### src/design/cfa_pkg.sv
// cfa_pkg: shared types and constants of the contiguous frame allocator
// used by every design module but cfa_checker; no dependencies

package cfa_pkg;

  localparam int MAX_FRAMES_DEF = 1024;

  localparam logic [1:0] FS_FREE  = 2'd0;
  localparam logic [1:0] FS_HEAD  = 2'd1;
  localparam logic [1:0] FS_ALLOC = 2'd3;

  localparam logic [1:0] KIND_ALLOC   = 2'd0;
  localparam logic [1:0] KIND_RELEASE = 2'd1;
  localparam logic [1:0] KIND_RESERVE = 2'd2;

  localparam logic [1:0] STAT_OK     = 2'd0;
  localparam logic [1:0] STAT_NO_RUN = 2'd1;
  localparam logic [1:0] STAT_RANGE  = 2'd2;
  localparam logic [1:0] STAT_NOHEAD = 2'd3;

  localparam logic [1:0] REG_BASE  = 2'd0;
  localparam logic [1:0] REG_COUNT = 2'd1;
  localparam logic [1:0] REG_MAP   = 2'd2;

  typedef enum logic [1:0] {
    ST_IDLE,
    ST_SCAN,
    ST_WRITE
  } cfa_state_t;

  // control shared by every cell of the ring
  typedef struct packed {
    logic shift;
    logic load;
  } cell_ctl_t;

endpackage

### src/design/cfa_cell.sv
// cfa_cell: one frame state cell of the rotating ring
// depends on cfa_pkg

module cfa_cell
  import cfa_pkg::*;
#(
  parameter logic [1:0] RST_VAL = FS_FREE
) (
  input  logic      clk,
  input  logic      rst_n,
  input  cell_ctl_t ctl,
  input  logic [1:0] load_val,
  input  logic [1:0] shift_in,
  output logic [1:0] q
);

  logic [1:0] q_r;
  logic [1:0] q_nxt;

  // rebuild load wins over rotation
  always_comb begin
    q_nxt = q_r;
    if (ctl.load) begin
      q_nxt = load_val;
    end else if (ctl.shift) begin
      q_nxt = shift_in;
    end
  end

  always_ff @(posedge clk) begin
    if (!rst_n) begin
      q_r <= RST_VAL;
    end else begin
      q_r <= q_nxt;
    end
  end

  assign q = q_r;

endmodule

### src/design/contiguous_frame_allocator.sv
// Contiguous frame allocator: keeps a state per frame (free, head, allocated)
// in a ring of MAX_FRAMES cells that, while a request is processed, rotates one
// frame per cycle past a single update point, so every request that is not
// rejected at once walks the whole ring. A successful allocate makes a first-fit
// search pass and then a marking pass; an allocate whose search fails ends
// after the search pass. Release and reserve make only the write pass; rejected
// requests give their result on the cycle after acceptance. One request is in
// flight at a time and the result is held in the output register until taken;
// the next request is accepted once the result has gone. A configuration write
// rebuilds the map with a single load of every cell. Depends on cfa_pkg and
// cfa_cell.

module contiguous_frame_allocator
  import cfa_pkg::*;
#(
  parameter int MAX_FRAMES = MAX_FRAMES_DEF
) (
  input  logic        clk,
  input  logic        rst_n,
  input  logic        in_tvalid,
  output logic        in_tready,
  input  logic [31:0] in_tdata,  // frame_number[19:0], frame_total[30:20], zero
  input  logic [1:0]  in_tuser,  // kind[1:0]
  output logic        out_tvalid,
  input  logic        out_tready,
  output logic [31:0] out_tdata, // first_frame[19:0], free_left[30:20], zero
  output logic [1:0]  out_tuser, // status[1:0]
  input  logic        cfg_valid,
  output logic        cfg_ready,
  input  logic [1:0]  cfg_index,
  input  logic [19:0] cfg_data
);

  localparam int IW = $clog2(MAX_FRAMES);
  localparam int NW = IW + 1;
  localparam int PW = (NW > 11) ? NW : 11;
  localparam int EW = PW + 2;
  localparam logic [IW-1:0] LAST_POS = IW'(MAX_FRAMES - 1);
  localparam logic [PW-1:0] MAX_P = PW'(MAX_FRAMES);
  localparam logic [PW-1:0] RST_POOL = (MAX_FRAMES < 1024) ? MAX_P : PW'(1024);

  // configuration registers
  logic [19:0] base_r;
  logic [10:0] count_r;
  logic        map_r;

  // control and working registers
  cfa_state_t  state_r, state_nxt;
  logic [IW-1:0] pos_r;
  logic [10:0] free_r, free_nxt;
  logic [10:0] run_r, run_nxt;
  logic [IW-1:0] start_r, start_nxt;
  logic        found_r, found_nxt;
  logic        rel_mode_r;
  logic        rel_on_r, rel_on_nxt;
  logic [1:0]  wstat_r, wstat_nxt;
  logic [IW-1:0] ms_r;
  logic [10:0] len_r;
  logic        out_valid_r;
  logic [19:0] out_first_r;
  logic [1:0]  out_stat_r;
  logic [10:0] out_free_r;

  logic [1:0] ring [MAX_FRAMES];
  logic [1:0] wval;
  cell_ctl_t  cctl;

  logic        idle;
  logic        in_acc, cfg_acc, out_acc;
  logic [1:0]  kind;
  logic [19:0] fnum;
  logic [10:0] flen;
  logic [PW-1:0] pool;
  logic [21:0] pool_end;
  logic        rel_ok, res_ok;
  logic [PW-1:0] pos_w;
  logic        in_pool, last_pos;
  logic [EW-1:0] mark_end;
  logic        mark_hit;
  logic        finish;
  logic [19:0] fin_first;
  logic [1:0]  fin_stat;
  logic [10:0] fin_free;
  logic [19:0] nb;
  logic [10:0] nc;
  logic        nm;
  logic [PW-1:0] npool;
  logic        rebuild_map;

  assign kind = in_tuser;
  assign fnum = in_tdata[19:0];
  assign flen = in_tdata[30:20];

  assign idle      = (state_r == ST_IDLE) && !out_valid_r;
  assign in_tready = idle;
  assign cfg_ready = idle;
  assign in_acc    = in_tvalid && in_tready;
  assign cfg_acc   = cfg_valid && cfg_ready;
  assign out_acc   = out_valid_r && out_tready;

  // pool size and range checks
  assign pool     = ({{(PW-11){1'b0}}, count_r} > MAX_P) ? MAX_P
                  : {{(PW-11){1'b0}}, count_r};
  assign pool_end = {2'b00, base_r} + 22'(pool);
  assign rel_ok   = (fnum >= base_r) && ({2'b00, fnum} < pool_end);
  assign res_ok   = (flen != 11'd0) && (fnum >= base_r)
                  && ({2'b00, fnum} + {11'd0, flen} <= pool_end);

  // frame at the update point
  assign pos_w    = {{(PW-IW){1'b0}}, pos_r};
  assign in_pool  = pos_w < pool;
  assign last_pos = pos_r == LAST_POS;
  assign mark_end = EW'(ms_r) + EW'(len_r);
  assign mark_hit = (pos_r >= ms_r) && (EW'(pos_r) < mark_end);

  // new configuration values for a rebuild
  assign nb = (cfg_index == REG_BASE)  ? cfg_data : base_r;
  assign nc = (cfg_index == REG_COUNT) ? cfg_data[10:0] : count_r;
  assign nm = (cfg_index == REG_MAP)   ? cfg_data[0] : map_r;
  assign npool = ({{(PW-11){1'b0}}, nc} > MAX_P) ? MAX_P : {{(PW-11){1'b0}}, nc};
  assign rebuild_map = nm && (npool != '0);

  // next state
  always_comb begin
    state_nxt = state_r;
    unique case (state_r)
      ST_IDLE: begin
        if (in_acc) begin
          if (kind == KIND_ALLOC && flen != 11'd0) begin
            state_nxt = ST_SCAN;
          end else if ((kind == KIND_RELEASE && rel_ok)
                       || (kind == KIND_RESERVE && res_ok)) begin
            state_nxt = ST_WRITE;
          end
        end
      end
      ST_SCAN: begin
        if (last_pos) begin
          state_nxt = found_nxt ? ST_WRITE : ST_IDLE;
        end
      end
      ST_WRITE: begin
        if (last_pos) begin
          state_nxt = ST_IDLE;
        end
      end
      default: state_nxt = ST_IDLE;
    endcase
  end

  // datapath and outputs of the sequencer
  always_comb begin
    cctl.shift = 1'b0;
    cctl.load  = cfg_acc && (cfg_index != 2'd3);
    wval       = ring[0];
    free_nxt   = free_r;
    run_nxt    = run_r;
    start_nxt  = start_r;
    found_nxt  = found_r;
    rel_on_nxt = rel_on_r;
    wstat_nxt  = wstat_r;
    finish     = 1'b0;
    fin_first  = 20'd0;
    fin_stat   = STAT_OK;
    fin_free   = free_r;
    unique case (state_r)
      ST_IDLE: begin
        if (in_acc) begin
          if (kind == KIND_ALLOC) begin
            if (flen == 11'd0) begin
              finish   = 1'b1;
              fin_stat = STAT_NO_RUN;
            end
          end else if (kind == KIND_RELEASE) begin
            if (!rel_ok) begin
              finish   = 1'b1;
              fin_stat = STAT_RANGE;
            end
          end else if (kind == KIND_RESERVE) begin
            if (!res_ok) begin
              finish   = 1'b1;
              fin_stat = STAT_RANGE;
            end
          end else begin
            finish   = 1'b1;
            fin_stat = STAT_RANGE;
          end
        end
      end
      ST_SCAN: begin
        cctl.shift = 1'b1;
        if (in_pool && !found_r) begin
          if (ring[0] == FS_FREE) begin
            if (run_r == 11'd0) begin
              start_nxt = pos_r;
            end
            run_nxt = run_r + 11'd1;
            if (run_r + 11'd1 == len_r) begin
              found_nxt = 1'b1;
            end
          end else begin
            run_nxt = 11'd0;
          end
        end
        if (last_pos && !found_nxt) begin
          finish   = 1'b1;
          fin_stat = STAT_NO_RUN;
        end
      end
      ST_WRITE: begin
        cctl.shift = 1'b1;
        if (rel_mode_r) begin
          if (pos_r == ms_r) begin
            if (ring[0] == FS_HEAD) begin
              wval       = FS_FREE;
              free_nxt   = free_r + 11'd1;
              rel_on_nxt = 1'b1;
            end else begin
              wstat_nxt = STAT_NOHEAD;
            end
          end else if (pos_r > ms_r) begin
            if (rel_on_r && in_pool && ring[0] == FS_ALLOC) begin
              wval     = FS_FREE;
              free_nxt = free_r + 11'd1;
            end else begin
              rel_on_nxt = 1'b0;
            end
          end
        end else if (mark_hit) begin
          wval = (pos_r == ms_r) ? FS_HEAD : FS_ALLOC;
          if (ring[0] == FS_FREE && free_r != 11'd0) begin
            free_nxt = free_r - 11'd1;
          end
        end
        if (last_pos) begin
          finish    = 1'b1;
          fin_stat  = wstat_nxt;
          fin_free  = free_nxt;
          fin_first = (!rel_mode_r && found_r) ? base_r + 20'(ms_r) : 20'd0;
        end
      end
      default: ;
    endcase
  end

  // ring of frame cells, rotating towards index 0
  for (genvar j = 0; j < MAX_FRAMES; j++) begin : g_cell
    logic [1:0] sin;
    logic [1:0] lval;
    if (j == MAX_FRAMES - 1) begin : g_tail
      assign sin = wval;
    end else begin : g_link
      assign sin = ring[j+1];
    end
    if (j == 0) begin : g_first
      assign lval = rebuild_map ? FS_HEAD : FS_FREE;
    end else begin : g_rest
      assign lval = FS_FREE;
    end
    cfa_cell #(
      .RST_VAL ((j == 0) ? FS_HEAD : FS_FREE)
    ) u_cell (
      .clk      (clk),
      .rst_n    (rst_n),
      .ctl      (cctl),
      .load_val (lval),
      .shift_in (sin),
      .q        (ring[j])
    );
  end

  // control registers
  always_ff @(posedge clk) begin
    if (!rst_n) begin
      state_r     <= ST_IDLE;
      pos_r       <= '0;
      out_valid_r <= 1'b0;
      base_r      <= 20'd0;
      count_r     <= 11'd1024;
      map_r       <= 1'b1;
      free_r      <= 11'(RST_POOL - PW'(1));
      found_r     <= 1'b0;
      rel_on_r    <= 1'b0;
      run_r       <= 11'd0;
      wstat_r     <= STAT_OK;
    end else begin
      state_r <= state_nxt;
      if (cctl.shift) begin
        pos_r <= last_pos ? '0 : pos_r + IW'(1);
      end
      if (finish) begin
        out_valid_r <= 1'b1;
      end else if (out_acc) begin
        out_valid_r <= 1'b0;
      end
      if (cctl.load) begin
        base_r  <= nb;
        count_r <= nc;
        map_r   <= nm;
        free_r  <= 11'(npool) - {10'd0, rebuild_map};
      end else begin
        free_r <= free_nxt;
      end
      if (in_acc) begin
        found_r  <= 1'b0;
        rel_on_r <= 1'b0;
        run_r    <= 11'd0;
        wstat_r  <= STAT_OK;
      end else begin
        found_r  <= found_nxt;
        rel_on_r <= rel_on_nxt;
        run_r    <= run_nxt;
        wstat_r  <= wstat_nxt;
      end
    end
  end

  // request payload and result registers
  always_ff @(posedge clk) begin
    start_r <= start_nxt;
    if (in_acc) begin
      len_r      <= flen;
      rel_mode_r <= (kind == KIND_RELEASE);
      ms_r       <= IW'(fnum - base_r);
    end else if (state_r == ST_SCAN && last_pos) begin
      ms_r <= start_nxt;
    end
    if (finish) begin
      out_first_r <= fin_first;
      out_stat_r  <= fin_stat;
      out_free_r  <= fin_free;
    end
  end

  assign out_tvalid = out_valid_r;
  assign out_tdata  = {1'b0, out_free_r, out_first_r};
  assign out_tuser  = out_stat_r;

endmodule

### config.mk
export PLATFORM = sky130hd
export DESIGN_NAME = contiguous_frame_allocator
export DESIGN_NICKNAME = d
export VERILOG_FILES = /design/src/design/cfa_pkg.sv /design/src/design/cfa_cell.sv /design/src/design/contiguous_frame_allocator.sv
export SDC_FILE = /design/constraint.sdc
export NUM_CORES = 2
export LEC_CHECK = 0
export ABC_AREA = 1
export BUFFER_PORTS_ARGS = -buffer_cell sky130_fd_sc_hd__clkbuf_2
export CAP_MARGIN = 20
export CORE_ASPECT_RATIO = 0.7
export CORE_MARGIN = 2
export CORE_UTILIZATION = 30
export DETAILED_ROUTE_END_ITERATION = 10
export GPL_ROUTABILITY_DRIVEN = 0
export SLEW_MARGIN = 20
export SYNTH_ARGS = -nofsm -noshare
export SYNTH_HDL_FRONTEND = slang
export SYNTH_SLANG_ARGS = --single-unit
### constraint.sdc
create_clock -name clk -period 6 [get_ports clk]
set_input_delay 1.2 -clock clk [delete_from_list [all_inputs] [get_ports clk]]
set_output_delay 1.2 -clock clk [all_outputs]
set_load 0.02 [all_outputs]
* Yosys cells after proc, flatten, opt, wreduce, memory -nomap -nowiden
Index checks and enable logic that the tools add are counted.
Word-level totals: bits in registers 2184, bits of input ports 61
Operators by class: $add $sub $neg 10, magnitude comparators 9, equal/unequal tests 18, multiplexer cells 76, bitwise logic cells 1, reductions and logical operators 47
Operators with widths (count):
- $mux 11 | 15
- $mux 10 | 7
- $mux 2 | 26
- $add 20x11->21 | 2
- $reduce_bool 11->1 | 3
- $mux 1 | 25
- $add 11x1->11 const B | 2
- $gt 11x11->1 const B | 2
- $logic_not 11->1 | 2
- $le 21x21->1 | 1
- $lt 20x21->1 | 1
- $add 20x10->20 | 1
- $ge 20x20->1 | 1
- $logic_and 1x1->1 | 20
- $add 10x11->12 | 1
- $lt 10x12->1 | 1
- $pmux 2 s3 | 2
- $eq 11x11->1 | 1
- $lt 10x11->1 | 1
- $sub 11x1->11 | 1
- $sub 11x1->11 const B | 1
- $add 10x1->10 const B | 1
- $eq 10x10->1 | 1
- $eq 10x10->1 const B | 1
- 19 further kinds | 42

* Depth between registers and ports, before layout
depth in word-level cells 12, gate-level depth with buffers 30

* By module
Synthesis repeated with hierarchy kept, for this count alone.
Second synthesis, totals: cells, all modules 18099, area total of the unflattened synthesis 114558.6 um^2
Modules (own cells, without submodules):
- cfa_cell at g_cell[1000].u_cell ... | times used 1023, cells an instance 16, area each 100.1 um^2, seq. area each 40.0 um^2
- contiguous_frame_allocator | times used 1, cells an instance 1717, area each 12066.6 um^2, seq. area each 3273.1 um^2
- cfa_cell at g_cell[0].u_cell | times used 1, cells an instance 14, area each 93.8 um^2, seq. area each 40.0 um^2

* Worst setup path after synthesis
OpenSTA, ideal clock, no wires.
path type input-to-reg, start in in_tdata[0], end reg out_first_r[0], enable pin, setup time 388 ps, data arrival time 4664 ps, data required time 5612 ps, slack 949 ps, stages on the path 26, buffers on the path 0, cell sequence ha_1 -> fa_1 -> nand3_1 -> nand2_1 -> a31oi_1 -> o21ai_1 -> a21boi_0 -> o21ai_2 -> nand2_1 -> nor2_1 -> xor2_1 -> ha_1 -> nand4_1 -> inv_1 -> nand2_1 -> inv_1 -> nand3_1 -> nand3_1 -> nand2_1 -> nand2_1 -> nand2_1 -> nand2_1 -> nand2_1 -> nand2_1 -> nand2_1 -> inv_1
Between the ends: longest elaborated chain between the ends 9
RTL lines:
- start, declared | RTL line contiguous_frame_allocator.sv:22 | input logic [31:0] in_tdata,
- $add 20x11->21 or $ge 20x20->1 (tied branches) | RTL line contiguous_frame_allocator.sv:107, contiguous_frame_allocator.sv:105, contiguous_frame_allocator.sv:106
- $le 21x21->1 or $logic_and 1x1->1 (tied branches) | RTL line contiguous_frame_allocator.sv:107, contiguous_frame_allocator.sv:106
- $logic_and 1x1->1 | RTL line contiguous_frame_allocator.sv:107 | && ({2'b00, fnum} + {11'd0, flen} <= pool_end);
- $mux 1 | RTL line contiguous_frame_allocator.sv:180 | if (!res_ok) begin
- $mux 1 | RTL line contiguous_frame_allocator.sv:179 | end else if (kind == KIND_RESERVE) begin
- $mux 1 * | RTL line contiguous_frame_allocator.sv:174 | end else if (kind == KIND_RELEASE) begin
- $mux 1 * | RTL line contiguous_frame_allocator.sv:169 | if (kind == KIND_ALLOC) begin
- $mux 1 * | RTL line contiguous_frame_allocator.sv:168 | if (in_acc) begin
- $pmux 1 s3 * | RTL line contiguous_frame_allocator.sv:166 | unique case (state_r)
- named net finish | RTL line contiguous_frame_allocator.sv:80 | logic finish;
- end signal, assigned | RTL line contiguous_frame_allocator.sv:329 | out_first_r <= fin_first;
- end, declared | RTL line contiguous_frame_allocator.sv:60 | logic [19:0] out_first_r;
The timed path passes the listed nets; every way through them passes the cells marked *. A chain may end at the register's enable or synchronous reset.

* Final worst setup path
start reg count_r[6], end reg out_first_r[15], enable pin
Between the ends: longest elaborated chain between the ends 11
RTL lines:
- start, declared | RTL line contiguous_frame_allocator.sv:44 | logic [10:0] count_r;
- start signal, assigned | RTL line contiguous_frame_allocator.sv:298 | count_r <= nc;
- $gt 11x11->1 | RTL line contiguous_frame_allocator.sv:102 | assign pool = ({{(PW-11){1'b0}}, count_r} > MAX_P) ? MAX_P
- $mux 11 * | RTL line contiguous_frame_allocator.sv:102
- $add 20x11->21 | RTL line contiguous_frame_allocator.sv:104 | assign pool_end = {2'b00, base_r} + 22'(pool);
- $le 21x21->1 | RTL line contiguous_frame_allocator.sv:107
- $logic_and 1x1->1 | RTL line contiguous_frame_allocator.sv:107
- $mux 1 | RTL line contiguous_frame_allocator.sv:180
- $mux 1 | RTL line contiguous_frame_allocator.sv:179
- $mux 1 | RTL line contiguous_frame_allocator.sv:174
- $mux 1 | RTL line contiguous_frame_allocator.sv:169
- $mux 1 | RTL line contiguous_frame_allocator.sv:168
- $pmux 1 s3 * | RTL line contiguous_frame_allocator.sv:166
- named net finish | RTL line contiguous_frame_allocator.sv:80
The timed path passes the listed nets; every way through them passes the cells marked *. The select of a mux whose other input is x is not followed.

==> results.json <==
{
  "grt_pass1_wl_um": 272100,
  "grt_pass1_vias": 56500,
  "postCtsHoldBufs": 0,
  "switching_share_pct": 34.84,
  "critPathLaunchType": "register",
  "drv_slew": 0,
  "r2r_slack_ns": 0.46,
  "syn_area_um2": 81560,
  "post_drt_via_cell_ratio": 4.441,
  "vias": 62460,
  "synth_cell_types": 60,
  "clock_latency_ns": 0.86,
  "finalPower_uw": 36790,
  "nets": 10450,
  "ys_ff_latch": 2184,
  "rows": 160,
  "synth-main-ff-cell": "dfxtp_1",
  "hpwl_um": 89050,
  "rsz0062_at_grt": "no",
  "crit_fanout": 33,
  "synthTopCellsByCount": "nand2_1, a21oi_1, dfxtp_1",
  "numCtsBuffers": 207,
  "fp.dieW_um": 627.2,
  "ctsResizeCount": 0,
  "clockPowerShare_pct": 36.3,
  "overflow": 0,
  "yosys.area.top_type": "dfxtp_1",
  "path_clk_slew_ns": 0.06,
  "yosysMostFrequentCell": "nand2_1",
  "yosys_warnings": 0,
  "wl_per_cell_um": 11.44,
  "pin_count": 98,
  "leakage_uw": 0.02931,
  "netlist_top_cells_area": "dfxtp_1, nand2_1, a21oi_1",
  "power_frac_seq_pct": 40.8,
  "critical_path_arrival_ns": 6.08,
  "syn_inst": 10600,
  "syn_nets": 10810,
  "cap_violations": 0,
  "drcViolationCount": 0,
  "grt_antenna_before_repair": 2,
  "drive_gt1_share_pct": 5.289,
  "antenna_left": 0,
  "p_per_area_nw_per_um2": 401.6,
  "skew_ns": 0.07460,
  "synth_edf_count": 55,
  "die_height_um": 440.2,
  "fin_setup_tns_ns": 0,
  "placed_cells": 13680,
  "outcome": "finished, final reports clean",
  "synth_top_cell_area_share_pct": 52.26,
  "syn2layout_area_growth_pct": 12.32,
  "p_int_uw": 23970,
  "postCtsSetupRepairBufs": 0,
  "syn_area_per_cell_um2": 7.694,
  "hp-class": "register to register",
  "crit_required_ns": 6.54,
  "final_cells": 14070,
  "slew_headroom_pct": 30.33,
  "cts_tree": "built",
  "power_frac_comb_pct": 22.9,
  "worst_path_most_repeated_cell": "nand2_1",
  "cp-end-kind": "register",
  "synthArstFlopShare_pct": 0,
  "die_area_um2": 276100,
  "worstSetupPathType": "register to register",
  "setup_viol": 0,
  "dr.pass1.iters": 6,
  "clock-sinks": 2184,
  "grt_max_degree": 237,
  "cpMaxStageDelayCell": "a21oi_1",
  "ir_worst_vdd_mv": 0.5825,
  "fmax_ghz": 0.1805,
  "io_buffers": 95,
  "r2r-end": "out_first_r[15]",
  "routed_wl_um": 160900,
  "timing.final.crit_period_ns": 5.539,
  "h-tree-depth": 4,
  "whs_endpoint": "g_cell[312].u_cell.q[1]",
  "core_um2": 271100,
  "ys_seq_area_share_pct": 54.28,
  "tightest_slew_ns": 1.045,
  "fillCellCount": 28490,
  "clk_path_buf_depth": 3,
  "root_buffer": "clkbuf_16",
  "hold_path_depth": 2,
  "r2r_cells": 30,
  "switching_power_uw": 12820,
  "r2r-start": "count_r[6]",
  "grtUsageTotal_pct": 11.24,
  "start_util_pct": 30.09,
  "post-route-period-util_pct": 92.32,
  "critical_path.max_stage_delay_ns": 0.60,
  "hp-start": "g_cell[313].u_cell.q[1]",
  "hold_violations": 0,
  "drt_iter0_drc": 5258
}
-- registers in the layout (all words and copies together) (netlist names), 2 cells and up --
register,count
free_r,11
len_r,11
out_first_r,20
out_free_r,11
base_r,20
count_r,11
start_r,10
wstat_r,2
ms_r,10
g_cell.u_cell.q,2048
out_tuser,2
pos_r,10
run_r,11
state_r,2
-- stage by stage --
step | utilization (%) | area [µm²] | worst slack (ns) | hold WS, ns
floorplan | - | 81560 | 0.9488 | 0.4157
global placement | 31.17 | 84500 | 0.7643 | 0.4281
detailed placement | 31.17 | 84500 | 0.7541 | 0.4397
CTS | 33.79 | 91600 | 0.6461 | 0.4141
global route | 33.79 | 91600 | 0.1016 | 0.4215
finish | 33.80 | 91610 | 0.4605 | 0.4164
-- per-layer routing --
| metal | track usage (%) | part of all wire, % | up-vias |
|---|---|---|---|
| li1 | - | - | 33440 |
| met1 | 15.98 | 53 | 28050 |
| met2 | 17.10 | 40 | 760 |
| met3 | 2.463 | 5.0 | 207 |
| met4 | 2.964 | 1.9 | 0 |
| met5 | 0 | 0 | - |
-- cells in the final DEF (no fill, tap or decap), types with 28 or more instances in the layout --
cell	n
a21oi_1	2210
buf_12	35
buf_4	35
clkbuf_1	44
clkbuf_16	210
clkbuf_2	95
clkbuf_8	56
clkinv_2	40
dfxtp_1	2129
edfxtp_1	55
ha_1	140
inv_1	221
nand2_1	4463
nand3_1	111
nand4_1	31
nor2_1	134
nor3_1	28
o21ai_0	108
o21ai_1	33
xor2_1	57
-- critical path, delay by kind of cell, from the launching register on --
family | cells | cell delay [ns]
and+or+nand+nor | 15 | 1.73
AOI/OAI and AO/OA | 6 | 1.56
buffers and inverters | 6 | 0.76
adders and majority gates | 2 | 0.63
DFF | 1 | 0.31
xor gates and xnor gates | 1 | 0.18
-- worst max path at each step --
stage	from	endpoint	slack [ns]	cells after the start
floorplan	in_tdata[0]	out_first_r[0]	0.95	26
global placement	in_tdata[0]	out_first_r[14]	0.76	28
detailed placement	in_tdata[20]	out_first_r[14]	0.75	28
CTS	count_r[6]	out_first_r[15]	0.65	30
global route	count_r[7]	out_first_r[10]	0.10	30
finish	count_r[6]	out_first_r[15]	0.46	30
-- cell type report --
cell class / count / area, µm² / share of cell area [%]
well taps: 3645 / 4561 / 4.979
inverters: 231 / 882.1 / 0.9629
flip-flops and latches: 2184 / 44270 / 48.33
repair buffers: 165 / 1439 / 1.571
clock buffers: 310 / 6191 / 6.758
clock inverters: 72 / 909.6 / 0.9930
diodes: 2 / 5.005 / 0.005463
multi-input cells: 7456 / 33350 / 36.40
-- cells by family (layout without fill, tap and decap cells) --
kind of cell,after synthesis,in the layout,share of synthesized area (%)
flip-flops,2184,2184,54.28
adder cells (fa/ha/maj),146,146,2.286
AND/OR/NAND/NOR,4807,4807,22.62
buffers and inverters,960,778,4.846
XOR/XNOR,72,72,0.7732
other,1,3,0.004598
AO/OA/AOI/OAI,2430,2430,15.19
-- power groups by stage --
stage	clock network [µW]	registers (µW)	logic, µW
after global routing	14400	15000	9370
after floorplan	0	15200	6670
after global placement	0	15300	8600
after detailed placement	0	15300	8530
after CTS	13800	15000	8540
final	13400	15000	8430
Note: power is estimated with default switching activity, not from simulation.
